File: config.mk
export PLATFORM = sky130hd
export DESIGN_NAME = imu_out_fifo
export DESIGN_NICKNAME = d
export VERILOG_FILES = /design/src/imu_pkg.sv /design/src/imu_out_fifo.sv
export SDC_FILE = /design/constraint.sdc
export NUM_CORES = 1
export LEC_CHECK = 0
export ABC_AREA = 1
export BUFFER_PORTS_ARGS = -buffer_cell sky130_fd_sc_hd__clkbuf_2
export CAP_MARGIN = 30
export CORE_UTILIZATION = 52
export CTS_CLUSTER_SIZE = 16
export DETAILED_ROUTE_END_ITERATION = 10
export PLACE_DENSITY = 0.91
export SLEW_MARGIN = 20
export SYNTH_ARGS = -nofsm -noshare
export SYNTH_HDL_FRONTEND = slang
export SYNTH_SLANG_ARGS = --single-unit
File: constraint.sdc
create_clock -name clk_i -period 4.7 [get_ports clk_i]
set_clock_uncertainty 0.05 [all_clocks]
set_input_delay 0.94 -clock clk_i [delete_from_list [all_inputs] [get_ports clk_i]]
set_output_delay 0.94 -clock clk_i [all_outputs]
set_load 0.01 [all_outputs]
File: src/imu_pkg.sv
// ============================================================================
// Ising Metropolis update package
// Lattice geometry, field widths, operation codes and the structs that the
// lattice, histogram and top-level modules exchange.
// ============================================================================
`default_nettype none

package imu_pkg;

  // Lattice geometry. The side is a power of two so that row and column are
  // bit fields of the site index and wrap around by plain overflow.
  localparam int unsigned SIDE    = 32;
  localparam int unsigned SIDE_W  = $clog2(SIDE);
  localparam int unsigned NSITES  = SIDE * SIDE;
  localparam int unsigned SITE_W  = 2 * SIDE_W;

  // Histogram geometry and counter width.
  localparam int unsigned COUNT_W = 32;
  localparam int unsigned MBINS   = 2 * NSITES + 1;
  localparam int unsigned EBINS   = 4 * NSITES + 1;
  localparam int unsigned MADDR_W = $clog2(MBINS);
  localparam int unsigned EADDR_W = $clog2(EBINS);
  localparam int unsigned CLR_W   = EADDR_W;

  // Totals: magnetization spans -N..N, energy spans -2N..2N.
  localparam int unsigned MAG_W   = $clog2(NSITES) + 2;
  localparam int unsigned EN_W    = $clog2(NSITES) + 3;

  // Item fields.
  localparam int unsigned OP_W    = 3;
  localparam int unsigned PROB_W  = 16;
  localparam int unsigned BIN_W   = 13;
  localparam int unsigned CNT_OUT_W = 32;
  localparam int unsigned IN_DATA_W  = 40;
  localparam int unsigned OUT_DATA_W = 64;

  // Operation codes.
  localparam logic [OP_W-1:0] OP_FLIP    = 3'd0;
  localparam logic [OP_W-1:0] OP_SET     = 3'd1;
  localparam logic [OP_W-1:0] OP_SAMPLE  = 3'd2;
  localparam logic [OP_W-1:0] OP_RD_MAG  = 3'd3;
  localparam logic [OP_W-1:0] OP_RD_EN   = 3'd4;

  typedef struct packed {
    logic [OP_W-1:0]   op;
    logic [SITE_W-1:0] site;
    logic [PROB_W-1:0] random_value;
    logic              new_spin;
    logic [BIN_W-1:0]  bin_index;
  } req_t;

  // Request held in the write-back cycle of its transaction.
  typedef struct packed {
    logic valid;
    req_t req;
  } stage_t;

  // Memory initialization sweep after reset.
  typedef struct packed {
    logic             active;
    logic [CLR_W-1:0] idx;
  } clr_t;

  typedef struct packed {
    logic             spin_now;
    logic             accepted;
    logic [MAG_W-1:0] magnetization;
    logic [EN_W-1:0]  energy;
  } lat_res_t;

endpackage

`default_nettype wire

File: src/imu_out_fifo.sv
// ============================================================================
// Ising result buffer
// Two-entry output queue that decouples the update pipeline from the
// result stream.
// ============================================================================
`default_nettype none

module imu_out_fifo (
  input  logic                           clk_i,
  input  logic                           rst_ni,
  input  logic                           push_i,
  input  logic [imu_pkg::OUT_DATA_W-1:0] data_i,
  output logic                           full_o,
  output logic                           m_axis_tvalid,
  input  logic                           m_axis_tready,
  output logic [imu_pkg::OUT_DATA_W-1:0] m_axis_tdata
);

  logic [imu_pkg::OUT_DATA_W-1:0] buf_q [2];
  logic                           wr_ptr_q, rd_ptr_q;
  logic [1:0]                     cnt_q, cnt_d;
  logic                           pop;

  assign pop = m_axis_tvalid && m_axis_tready;

  always_comb begin
    cnt_d = cnt_q;
    unique case ({push_i, pop})
      2'b10:   cnt_d = cnt_q + 2'd1;
      2'b01:   cnt_d = cnt_q - 2'd1;
      default: cnt_d = cnt_q;
    endcase
  end

  always_ff @(posedge clk_i or negedge rst_ni) begin
    if (!rst_ni) begin
      wr_ptr_q <= 1'b0;
      rd_ptr_q <= 1'b0;
      cnt_q    <= 2'd0;
    end else begin
      if (push_i) begin
        wr_ptr_q <= ~wr_ptr_q;
      end
      if (pop) begin
        rd_ptr_q <= ~rd_ptr_q;
      end
      cnt_q <= cnt_d;
    end
  end

  always_ff @(posedge clk_i) begin
    if (push_i) begin
      buf_q[wr_ptr_q] <= data_i;
    end
  end

  assign full_o        = cnt_q == 2'd2;
  assign m_axis_tvalid = cnt_q != 2'd0;
  assign m_axis_tdata  = buf_q[rd_ptr_q];

endmodule

`default_nettype wire

==> results.md <==
- Outcome: complete, no violations
- Synthesized cell area: a little under 5000 sq um
- Final WL: 9230 microns
- Drt pass-1 iters: 4
- Hold Vio Cnt, Final: 0
- Power per cell area: 633 nW/um^2
- Layout area overhead: 26.2%
- Post-Synth Adder-Cell Area: 0.257%
- Reg2reg start: wr_ptr_q$_DFFE_PN0P_
- CTS clk-pin slew, worst paths: 0.05 ns
- RR Endpoint: buf_q[1][0]$_DFFE_PP_
- R2r setup slk: 2.68 ns
- Min-Delay Path Class: input port to asynchronous set/reset pin
- Post-CTS Setup Inserts: 0
- Largest family of logic cells by synthesized area: simple AND/OR/NAND/NOR gates
- Clk Latency, worst-skew pair: 0.49 ns
- Yosys cell types: 13
- Post-synthesis compound-gate area fraction: 0%
- Endpoint class of the critical path: output pin
- XOR/XNOR Fraction of Synth Area: less than 1%
- GRT Total Usage: 19.7%
- Setup-violating endpoint count in the final report: 0
- IO Count: roughly 130
- CTS root buf: clkbuf_8
- Fmax: 344 MHz
- Max-slew violations: 0
- TritonCTS clock tree: built
- Arr. time, crit path: 1.92 ns
- Rows: 34
- Initial antenna violation count: 1
- Simple-gate share of the synthesized area: 16.0%
- Die area: 9760 sq um
- CP startpoint: rd_ptr_q$_DFFE_PN0P_
- H-tree levels: 4
- RSZ-0062 raised after global routing: false
- Nets: ~570
- Inst Count DP: between 500 and 600
- Reg2Reg Depth: 3
- Largest net degree at the start of global routing: 66
- TNS Setup: 0 ns
- Post-synth top area share: around 80%
- Critical path destination: m_axis_tdata[49]
- Period minus WS final: 2.91 ns
- Post-cts hold buffer count: 0
- Leakage: 0.00273 uW
- Multiplexer share of the synthesized area: 0%
- Grt ovf: 0
- Vias in the first global route: 3067
- Post-Syn Instances: between 300 and 400
- First-pass GRT wire length: 14100 microns
- Max Cap Viol: 0
- Vias: about 3100
- Seq cells post-synth: 132
- Core box area: about 8900 sq um
- Number of port buffers: 133
- Ys Warns: 0
- Worst slew pin tran: 0.861 ns
- Cell accounting for the most synthesized area: edfxtp_1
- Drt initial violations: 132
- Number of vias per cell: 4.93
- Finished Layout Cells: 626
- Wire per inst: 14.7 microns
- Layout cells sized above 1: 32.3%
- CTS Buf Count: 17
- Clk sinks: 132
- CTS Buffer Depth: 2
- Sequential area share after synthesis: 80.9%
- Max VDD drop: 0.312 mV
- Die width: slightly below 100 microns
- Chip height: 98.8 microns
- Type of origin of the critical path: flip-flop
- Kind of critical path: flip-flop to output pin
- Routability cong.: roughly 0.7
- Dpl hpwl: between 5000 and 6000 microns
- Post-DRT Antenna Nets: 0
- Drt drc: 0
- Syn nets: 432
- Crit path required time: between 3 and 4 ns
- Relative max-transition margin: about 43%
- Synth Area per Inst: 13.4 sq um
- Final worst path period share: 61.9%
- Max FO, Critical Path: 34
- Resized Gates After CTS: 0
- Area contributors post-synth: edfxtp_1, nand2_1, dfrtp_1
- Initial core utilization: 54.8%
==> per-layer routing <==
layer  vias up  share of wire (%)  global-route usage (%)
met3        11                6.9                    5.60
met2       128                 54                    35.4
met5         -                  0                       0
li1       1502                  -                       -
met1      1443                 38                    22.0
met4         0                1.1                    8.04
==> layout make-up <==
type                            count  area [sq um]
Multi-Input combinational cell    209           816
Antenna cell                        1          2.50
Tap cell                          108           135
Clock inverter                     11          88.8
Fill cell                         605          2740
Sequential cell                   132          3950
Timing Repair Buffer              137           708
Inverter                            8          30.0
Clock buffer                       20           425
==> sequential cells by signal, summed over array words and instances, names as in the netlist <==
signal and count:
rd_ptr_q 1, buf_q 128, cnt_q 2, wr_ptr_q 1
==> kinds of logic after synthesis <==
family        after synthesis
simple gates              206
fa+ha+maj                   1
flops                     132
xor+xnor                    2
buf+inv                    22
==> synth_stat cells, drive strengths merged <==
| cell | instances |
|---|---|
| ha | 1 |
| nand4 | 1 |
| nand2 | 201 |
| inv | 8 |
| dfrtp | 4 |
| buf | 14 |
| edfxtp | 128 |
| nand3 | 2 |
| xnor2 | 1 |
| nor2 | 2 |
| xor2 | 1 |
==> cells in the final DEF, fill, tap and decap left out, types with 2 or more instances in the layout <==
master	count
clkinvlp_4	3
clkinv_1	2
clkbuf_16	16
inv_1	6
clkbuf_2	133
dfrtp_1	3
clkinv_2	4
nand2_1	201
buf_4	3
inv_2	2
edfxtp_1	128
nand3_1	2
clkbuf_1	3
==> metrics by stage <==
stage / util [%] / hold WS [ns] / area, sq um / setup slack, ns / total power [uW]
after floorplan: - / 0.392 / 4870 / 0.479 / 2350
after global placement: 63.1 / 0.405 / 5610 / 2.10 / 2730
after detailed placement: 63.4 / 0.425 / 5630 / 2.04 / 2790
after CTS: 69.2 / 0.174 / 6150 / 1.77 / 3930
after global routing: 69.2 / 0.172 / 6150 / 1.69 / 4100
final: 69.2 / 0.190 / 6150 / 1.79 / 3900
==> power by group <==
part | total, uW | internal, uW | switching, uW
Clock | 1130 | 689 | 440
Sequential | 1630 | 1570 | 65.2
Combinational | 1130 | 371 | 761
==> critical path: stages (launching register included) <==
cell and delay (ns):
dfrtp_2 0.40, inv_2 0.43, buf_12 0.27, nand2_1 0.09, nand2_1 0.08, clkbuf_2 0.14
==> worst min path at each step <==
stage                     slack [ns]  cells after the start                 start                    to
after floorplan                 0.39                      2  cnt_q[1]$_DFFE_PN0P_  cnt_q[1]$_DFFE_PN0P_
after global placement          0.41                      2  cnt_q[1]$_DFFE_PN0P_  cnt_q[1]$_DFFE_PN0P_
after detailed placement        0.42                      2  cnt_q[1]$_DFFE_PN0P_  cnt_q[1]$_DFFE_PN0P_
after CTS                       0.17                      1                rst_ni  wr_ptr_q$_DFFE_PN0P_
after global routing            0.17                      1                rst_ni  wr_ptr_q$_DFFE_PN0P_
final                           0.19                      1                rst_ni  wr_ptr_q$_DFFE_PN0P_
No activity file was read; power rests on OpenSTA's default activity.
