[src/imu_pkg.sv]
// ============================================================================
// Ising Metropolis update package
// Lattice geometry, field widths, operation codes and the structs that the
// lattice, histogram and top-level modules exchange.
// ============================================================================
`default_nettype none

package imu_pkg;

  // Lattice geometry. The side is a power of two so that row and column are
  // bit fields of the site index and wrap around by plain overflow.
  localparam int unsigned SIDE    = 32;
  localparam int unsigned SIDE_W  = $clog2(SIDE);
  localparam int unsigned NSITES  = SIDE * SIDE;
  localparam int unsigned SITE_W  = 2 * SIDE_W;

  // Histogram geometry and counter width.
  localparam int unsigned COUNT_W = 32;
  localparam int unsigned MBINS   = 2 * NSITES + 1;
  localparam int unsigned EBINS   = 4 * NSITES + 1;
  localparam int unsigned MADDR_W = $clog2(MBINS);
  localparam int unsigned EADDR_W = $clog2(EBINS);
  localparam int unsigned CLR_W   = EADDR_W;

  // Totals: magnetization spans -N..N, energy spans -2N..2N.
  localparam int unsigned MAG_W   = $clog2(NSITES) + 2;
  localparam int unsigned EN_W    = $clog2(NSITES) + 3;

  // Item fields.
  localparam int unsigned OP_W    = 3;
  localparam int unsigned PROB_W  = 16;
  localparam int unsigned BIN_W   = 13;
  localparam int unsigned CNT_OUT_W = 32;
  localparam int unsigned IN_DATA_W  = 40;
  localparam int unsigned OUT_DATA_W = 64;

  // Operation codes.
  localparam logic [OP_W-1:0] OP_FLIP    = 3'd0;
  localparam logic [OP_W-1:0] OP_SET     = 3'd1;
  localparam logic [OP_W-1:0] OP_SAMPLE  = 3'd2;
  localparam logic [OP_W-1:0] OP_RD_MAG  = 3'd3;
  localparam logic [OP_W-1:0] OP_RD_EN   = 3'd4;

  typedef struct packed {
    logic [OP_W-1:0]   op;
    logic [SITE_W-1:0] site;
    logic [PROB_W-1:0] random_value;
    logic              new_spin;
    logic [BIN_W-1:0]  bin_index;
  } req_t;

  // Request held in the write-back cycle of its transaction.
  typedef struct packed {
    logic valid;
    req_t req;
  } stage_t;

  // Memory initialization sweep after reset.
  typedef struct packed {
    logic             active;
    logic [CLR_W-1:0] idx;
  } clr_t;

  typedef struct packed {
    logic             spin_now;
    logic             accepted;
    logic [MAG_W-1:0] magnetization;
    logic [EN_W-1:0]  energy;
  } lat_res_t;

endpackage

`default_nettype wire

[src/imu_ram.sv]
// ============================================================================
// Generic synchronous RAM
// One write port and one read port, read data registered.
// ============================================================================
`default_nettype none

module imu_ram #(
  parameter int unsigned DEPTH = 32,
  parameter int unsigned WIDTH = 32,
  localparam int unsigned AW = $clog2(DEPTH)
) (
  input  logic             clk_i,
  input  logic             we_i,
  input  logic [AW-1:0]    waddr_i,
  input  logic [WIDTH-1:0] wdata_i,
  input  logic             re_i,
  input  logic [AW-1:0]    raddr_i,
  output logic [WIDTH-1:0] rdata_o
);

  logic [WIDTH-1:0] mem_q [DEPTH];
  logic [WIDTH-1:0] rdata_q;

  always_ff @(posedge clk_i) begin
    if (we_i) begin
      mem_q[waddr_i] <= wdata_i;
    end
    if (re_i) begin
      rdata_q <= mem_q[raddr_i];
    end
  end

  assign rdata_o = rdata_q;

endmodule

`default_nettype wire

[src/imu_lattice.sv]
// ============================================================================
// Ising lattice unit
// Spin rows in three identical RAM copies (rows above, at and below the
// site), Metropolis decision, row write-back and running totals.
// ============================================================================
`default_nettype none

module imu_lattice (
  input  logic                         clk_i,
  input  logic                         rst_ni,
  input  imu_pkg::clr_t                clr_i,
  input  logic                         rd_en_i,
  input  imu_pkg::req_t                rd_req_i,
  input  imu_pkg::stage_t              stage_i,
  input  logic [imu_pkg::PROB_W-1:0]   prob_four_i,
  input  logic [imu_pkg::PROB_W-1:0]   prob_eight_i,
  output imu_pkg::lat_res_t            res_o,
  output logic [imu_pkg::MAG_W-1:0]    magnet_o,
  output logic [imu_pkg::EN_W-1:0]     energy_o
);

  localparam int unsigned SW = imu_pkg::SIDE_W;

  // Read side (accept cycle of a transaction).
  logic [SW-1:0] row_a;
  logic [SW-1:0] row_up_a;
  logic [SW-1:0] row_dn_a;

  // Data and decision side (write-back cycle).
  logic [imu_pkg::SIDE-1:0] row_up;
  logic [imu_pkg::SIDE-1:0] row_mid;
  logic [imu_pkg::SIDE-1:0] row_dn;
  logic [SW-1:0]            row_b;
  logic [SW-1:0]            col_b;
  logic [SW-1:0]            col_l;
  logic [SW-1:0]            col_r;
  logic                     site_ok;
  logic                     spin;
  logic [3:0]               nb;
  logic [3:0]               aligned;
  logic [2:0]               k;
  logic                     take;
  logic                     flip;
  logic [imu_pkg::EN_W-1:0] delta_e;

  logic                     we;
  logic [SW-1:0]            waddr;
  logic [imu_pkg::SIDE-1:0] wdata;

  logic [imu_pkg::MAG_W-1:0] magnet_q, magnet_d;
  logic [imu_pkg::EN_W-1:0]  energy_q, energy_d;

  assign row_a    = rd_req_i.site[imu_pkg::SITE_W-1:SW];
  assign row_up_a = row_a - SW'(1);
  assign row_dn_a = row_a + SW'(1);

  // Every copy gets the same write, each is read at its own row.
  imu_ram #(.DEPTH(imu_pkg::SIDE), .WIDTH(imu_pkg::SIDE)) u_ram_up (
    .clk_i   (clk_i),
    .we_i    (we),
    .waddr_i (waddr),
    .wdata_i (wdata),
    .re_i    (rd_en_i),
    .raddr_i (row_up_a),
    .rdata_o (row_up)
  );

  imu_ram #(.DEPTH(imu_pkg::SIDE), .WIDTH(imu_pkg::SIDE)) u_ram_mid (
    .clk_i   (clk_i),
    .we_i    (we),
    .waddr_i (waddr),
    .wdata_i (wdata),
    .re_i    (rd_en_i),
    .raddr_i (row_a),
    .rdata_o (row_mid)
  );

  imu_ram #(.DEPTH(imu_pkg::SIDE), .WIDTH(imu_pkg::SIDE)) u_ram_dn (
    .clk_i   (clk_i),
    .we_i    (we),
    .waddr_i (waddr),
    .wdata_i (wdata),
    .re_i    (rd_en_i),
    .raddr_i (row_dn_a),
    .rdata_o (row_dn)
  );

  assign row_b   = stage_i.req.site[imu_pkg::SITE_W-1:SW];
  assign col_b   = stage_i.req.site[SW-1:0];
  assign col_l   = col_b - SW'(1);
  assign col_r   = col_b + SW'(1);
  assign site_ok = 32'(stage_i.req.site) < imu_pkg::NSITES;

  assign spin    = row_mid[col_b];
  assign nb      = {row_up[col_b], row_dn[col_b], row_mid[col_l], row_mid[col_r]};
  assign aligned = ~(nb ^ {4{spin}});
  assign k       = 3'(aligned[0]) + 3'(aligned[1]) + 3'(aligned[2]) + 3'(aligned[3]);

  // The energy change of a flip is 4k - 8, k being the neighbors aligned with
  // the spin; only k of three or four costs energy.
  assign delta_e = imu_pkg::EN_W'({k, 2'b00}) - imu_pkg::EN_W'(8);

  always_comb begin
    take = 1'b0;
    priority if (stage_i.req.op == imu_pkg::OP_FLIP) begin
      priority if (k <= 3'd2) begin
        take = 1'b1;
      end else if (k == 3'd3) begin
        take = stage_i.req.random_value < prob_four_i;
      end else begin
        take = stage_i.req.random_value < prob_eight_i;
      end
    end else if (stage_i.req.op == imu_pkg::OP_SET) begin
      take = spin != stage_i.req.new_spin;
    end else begin
      take = 1'b0;
    end
  end

  assign flip = stage_i.valid && site_ok && take;

  always_comb begin
    if (clr_i.active) begin
      we    = 32'(clr_i.idx) < imu_pkg::SIDE;
      waddr = clr_i.idx[SW-1:0];
      wdata = '1;
    end else begin
      we    = flip;
      waddr = row_b;
      wdata = row_mid ^ (imu_pkg::SIDE'(1) << col_b);
    end
  end

  always_comb begin
    magnet_d = magnet_q;
    energy_d = energy_q;
    if (flip) begin
      magnet_d = spin ? magnet_q - imu_pkg::MAG_W'(2) : magnet_q + imu_pkg::MAG_W'(2);
      energy_d = energy_q + delta_e;
    end
  end

  always_ff @(posedge clk_i or negedge rst_ni) begin
    if (!rst_ni) begin
      magnet_q <= imu_pkg::MAG_W'(imu_pkg::NSITES);
      energy_q <= imu_pkg::EN_W'(-2 * int'(imu_pkg::NSITES));
    end else if (stage_i.valid) begin
      magnet_q <= magnet_d;
      energy_q <= energy_d;
    end
  end

  assign res_o.spin_now      = site_ok && (spin ^ flip);
  assign res_o.accepted      = flip;
  assign res_o.magnetization = magnet_d;
  assign res_o.energy        = energy_d;

  assign magnet_o = magnet_q;
  assign energy_o = energy_q;

endmodule

`default_nettype wire

[config.mk]
export PLATFORM = sky130hd
export DESIGN_NAME = imu_lattice
export DESIGN_NICKNAME = d
export VERILOG_FILES = /design/src/imu_pkg.sv /design/src/imu_ram.sv /design/src/imu_lattice.sv
export SDC_FILE = /design/constraint.sdc
export NUM_CORES = 2
export LEC_CHECK = 0
export BUFFER_PORTS_ARGS = -buffer_cell sky130_fd_sc_hd__buf_2
export CAP_MARGIN = 25
export CORE_UTILIZATION = 55
export DETAILED_ROUTE_END_ITERATION = 7
export GPL_TIMING_DRIVEN = 0
export PLACE_DENSITY = 0.69
export SYNTH_ARGS = -nofsm -noshare
export SYNTH_HDL_FRONTEND = slang
export SYNTH_SLANG_ARGS = --single-unit
[constraint.sdc]
create_clock -name clk_i -period 18.7 [get_ports clk_i]
set_input_delay 5.61 -clock clk_i [delete_from_list [all_inputs] [get_ports clk_i]]
set_output_delay 5.61 -clock clk_i [all_outputs]
set_load 0.02 [all_outputs]
==> metrics.yaml <==
dieHeight_um: 340.9
ant_nets: 0
core_mm2: 0.1131
ios: 188
wl_per_cell_um: 41.42
clock_power_share: 0.364
p_per_area_mw_per_mm2: 96.15
max_freq_mhz: 54.65
vdd_drop_max_v: 0.00008267
grt_pass1_wl_um: 315400
seq_area_frac_synth: 0.5411
dieWidth_um: 340.9
fin_nets: 4130
p_sw_mw: 1.998
vias: 42970
fin_worst_skew_ns: 0.04680
cts_buffers: 119
cts_tree: "done"
clk_pin_slew_ns: 0.06
numPlacedInstances: 5287
htree_levels: 3
drcViolationCount: 0
min_path_type: "reg2reg"
dieArea_mm2: 0.1162
max_slew_margin: 0.1893
setup_viol: 0
synth_flop_cell: "edfxtp_1"
dpl_worst_slack_ns: -1.357
crit_type: "in2out"
netlist_area_mm2: 0.06318
ys_seq_elements: 1142
grt_util_met3: 0.1166
synth-async-reset-ratio: 0.01926
rsz0062_at_grt: "false"
post-dp-hpwl_um: 168600
totalWireLength_um: 229300
syn_area_per_cell_um2: 18.06
synthCells: 3499
antenna_found_initial: 2
synth_edf_count: 1120
synthTopCellsByArea: "edfxtp_1, mux4_2, mux2i_1"
final-hold-violation-count: 0
p_leak_nw: 24.04
grt_overflow: 0
finalCritPeriodShare: 0.9785
finalWeightedCongestion: 1.021
first_pass_iters: 7
drt_first_iter_violations: 8132
cts_sinks: 1142
path_max_fanout: 10
power_frac_seq: 0.415
finalCriticalPeriod_ns: 18.30
combPwrFrac: 0.221
synthMostInstantiatedCell: "edfxtp_1"
timing.final.ws_setup_ns: 0.4019
grt_use_met2: 0.5625
tightest_slew_ns: 1.216
synth_cell_types: 62
cts.path.max_buffers: 3
grt.met1_usage: 0.5258
setup.worst_path.end_class: "primary output"
netlist_top_cells_count: "edfxtp_1, mux4_2, mux2i_1, clkbuf_1, mux2_2"
maxSlewViolCount: 0
cp-start-kind: "input pin"
ys.warnings.count: 0
syn_to_final_growth_pct: 16.45
cts-root-buf: "clkbuf_16"
hold_buffers: 0
final-instance-count-excl-fill: 5535
initial_core_util: 0.5585
p_sw_frac: 0.2824
rows: 123
arrival_ns: 12.69
maxCapViolCount: 0
power.internal_mw: 5.077
grt_max_degree: 73
grt_most_used_layer: "met2"
synth_top_cell_by_area: "edfxtp_1"
io_buffers: 129
track_usage: 0.3955
synth_top_area_frac: 0.5323
viasPerCell: 7.764
drive_above_1_share: 0.3902
clk_latency_ns: 0.76
cp_data_required_time_ns: 13.09
fin_setup_tns_ns: 0
grt_pass1_vias: 41350
status: "finished, final reports clean"
==> logic make-up after synthesis <==
family                   Yosys count  share of synthesized area
other                              1                 0.00005935
XOR/XNOR                          67                   0.009288
AND/OR/NAND/NOR                  258                    0.01913
AO/OA/AOI/OAI                    444                    0.04486
adder cells (fa/ha/maj)           60                    0.01224
multiplexers                    1171                     0.3508
buffers and inverters            356                    0.02256
flip-flops                      1142                     0.5411
==> per-layer routing <==
layer | up-vias | part of all wire
met5 | - | 0.000057
li1 | 16020 | -
met3 | 805 | 0.14
met4 | 2 | 0.086
met1 | 22040 | 0.34
met2 | 4098 | 0.43
==> cells in the final DEF (no fill, tap or decap), types with 26 or more instances in the layout <==
cell type / n
edfxtp_1: 1120
mux4_2: 819
clkbuf_1: 206
mux2i_1: 198
buf_2: 161
mux2_2: 154
a21oi_1: 152
clkbuf_16: 122
buf_8: 107
o21ai_0: 79
nand2_1: 67
o22ai_1: 67
buf_1: 64
o221ai_1: 63
nor2_1: 58
ha_1: 57
inv_1: 52
buf_16: 47
xnor2_1: 38
o31ai_1: 34
nor2_4: 32
clkinv_1: 27
bufinv_16: 26
==> stage by stage <==
stage               instance area (um2)  utilization  hold slack, ns  total power [mW]
floorplan                         63200            -          0.5333             3.929
global placement                  65720       0.5810          0.4933             4.430
detailed placement                69000       0.6100          0.5000             4.499
CTS                               73180       0.6469          0.5104             7.024
global route                      73570       0.6504          0.5294             7.221
finish                            73570       0.6504          0.5070             7.074
==> state kept, by name, summed over array words and instances (netlist names) <==
signal             flops
energy_o              11
u_ram_mid.rdata_o     32
magnet_o              11
u_ram_dn.rdata_o      32
u_ram_up.rdata_o      32
u_ram_mid.mem_q      480
u_ram_up.mem_q       544
==> power by group through the flow <==
stage	sequential [mW]	clock (mW)	combinational [mW]
global route	2.94	2.66	1.62
floorplan	3.01	0	0.918
CTS	2.94	2.57	1.52
detailed placement	2.99	0	1.51
finish	2.94	2.57	1.56
global placement	2.99	0	1.44
==> path summary, 6_finish.rpt <==
path | startpoint | end | slack (ns) | cells after the start
min in group asynchronous | rst_ni | magnet_o[7]$_DFFE_PN0P_ | 4.84 | 1
worst max-delay path | stage_i[30] | res_o[12] | 0.40 | 24
worst max register to register | u_ram_mid.rdata_o[14]$_DFFE_PP_ | u_ram_up.mem_q[6][12]$_DFFE_PP_ | 11.52 | 20
max in group asynchronous | rst_ni | magnet_o[10]$_DFFE_PN1P_ | 13.46 | 1
worst min-delay path | energy_o[12]$_DFFE_PN1P_ | energy_o[12]$_DFFE_PN1P_ | 0.51 | 1
worst min register to register | energy_o[12]$_DFFE_PN1P_ | energy_o[12]$_DFFE_PN1P_ | 0.51 | 1
==> what timing repair did <==
action	in CTS	in global routing
pin swaps	0	1
resized for setup	6	1
buffers inserted	0	2
endpoints found under the setup margin	24	24
==> layout make-up <==
cell class                 instances  area [um2]
antenna                            1       2.502
tap                             1500        1877
fill                            7658       39540
timing repair buffer             312        3999
inverter                          53       198.9
multi-input combinational       2006       27900
sequential                      1142       34190
clock inverter                    81        1055
clock buffer                     140        3120
buffer                           300        1231
==> worst max-delay path, cell delays in order <==
cell	delay [ns]
buf_2	0.17
buf_4	0.22
buf_6	0.20
inv_1	0.14
ha_1	0.58
clkbuf_2	0.40
mux4_2	0.40
mux4_2	0.49
mux2i_1	0.35
xor2_1	0.18
fa_1	0.78
ha_1	0.27
inv_1	0.08
ha_1	0.34
fa_1	0.43
nor2b_1	0.19
nor4b_1	0.10
nor4_1	0.39
o22ai_1	0.18
o221ai_1	0.19
mux2_2	0.35
o211ai_1	0.28
xnor2_1	0.15
buf_2	0.17
(Power assumes the default switching activity.)
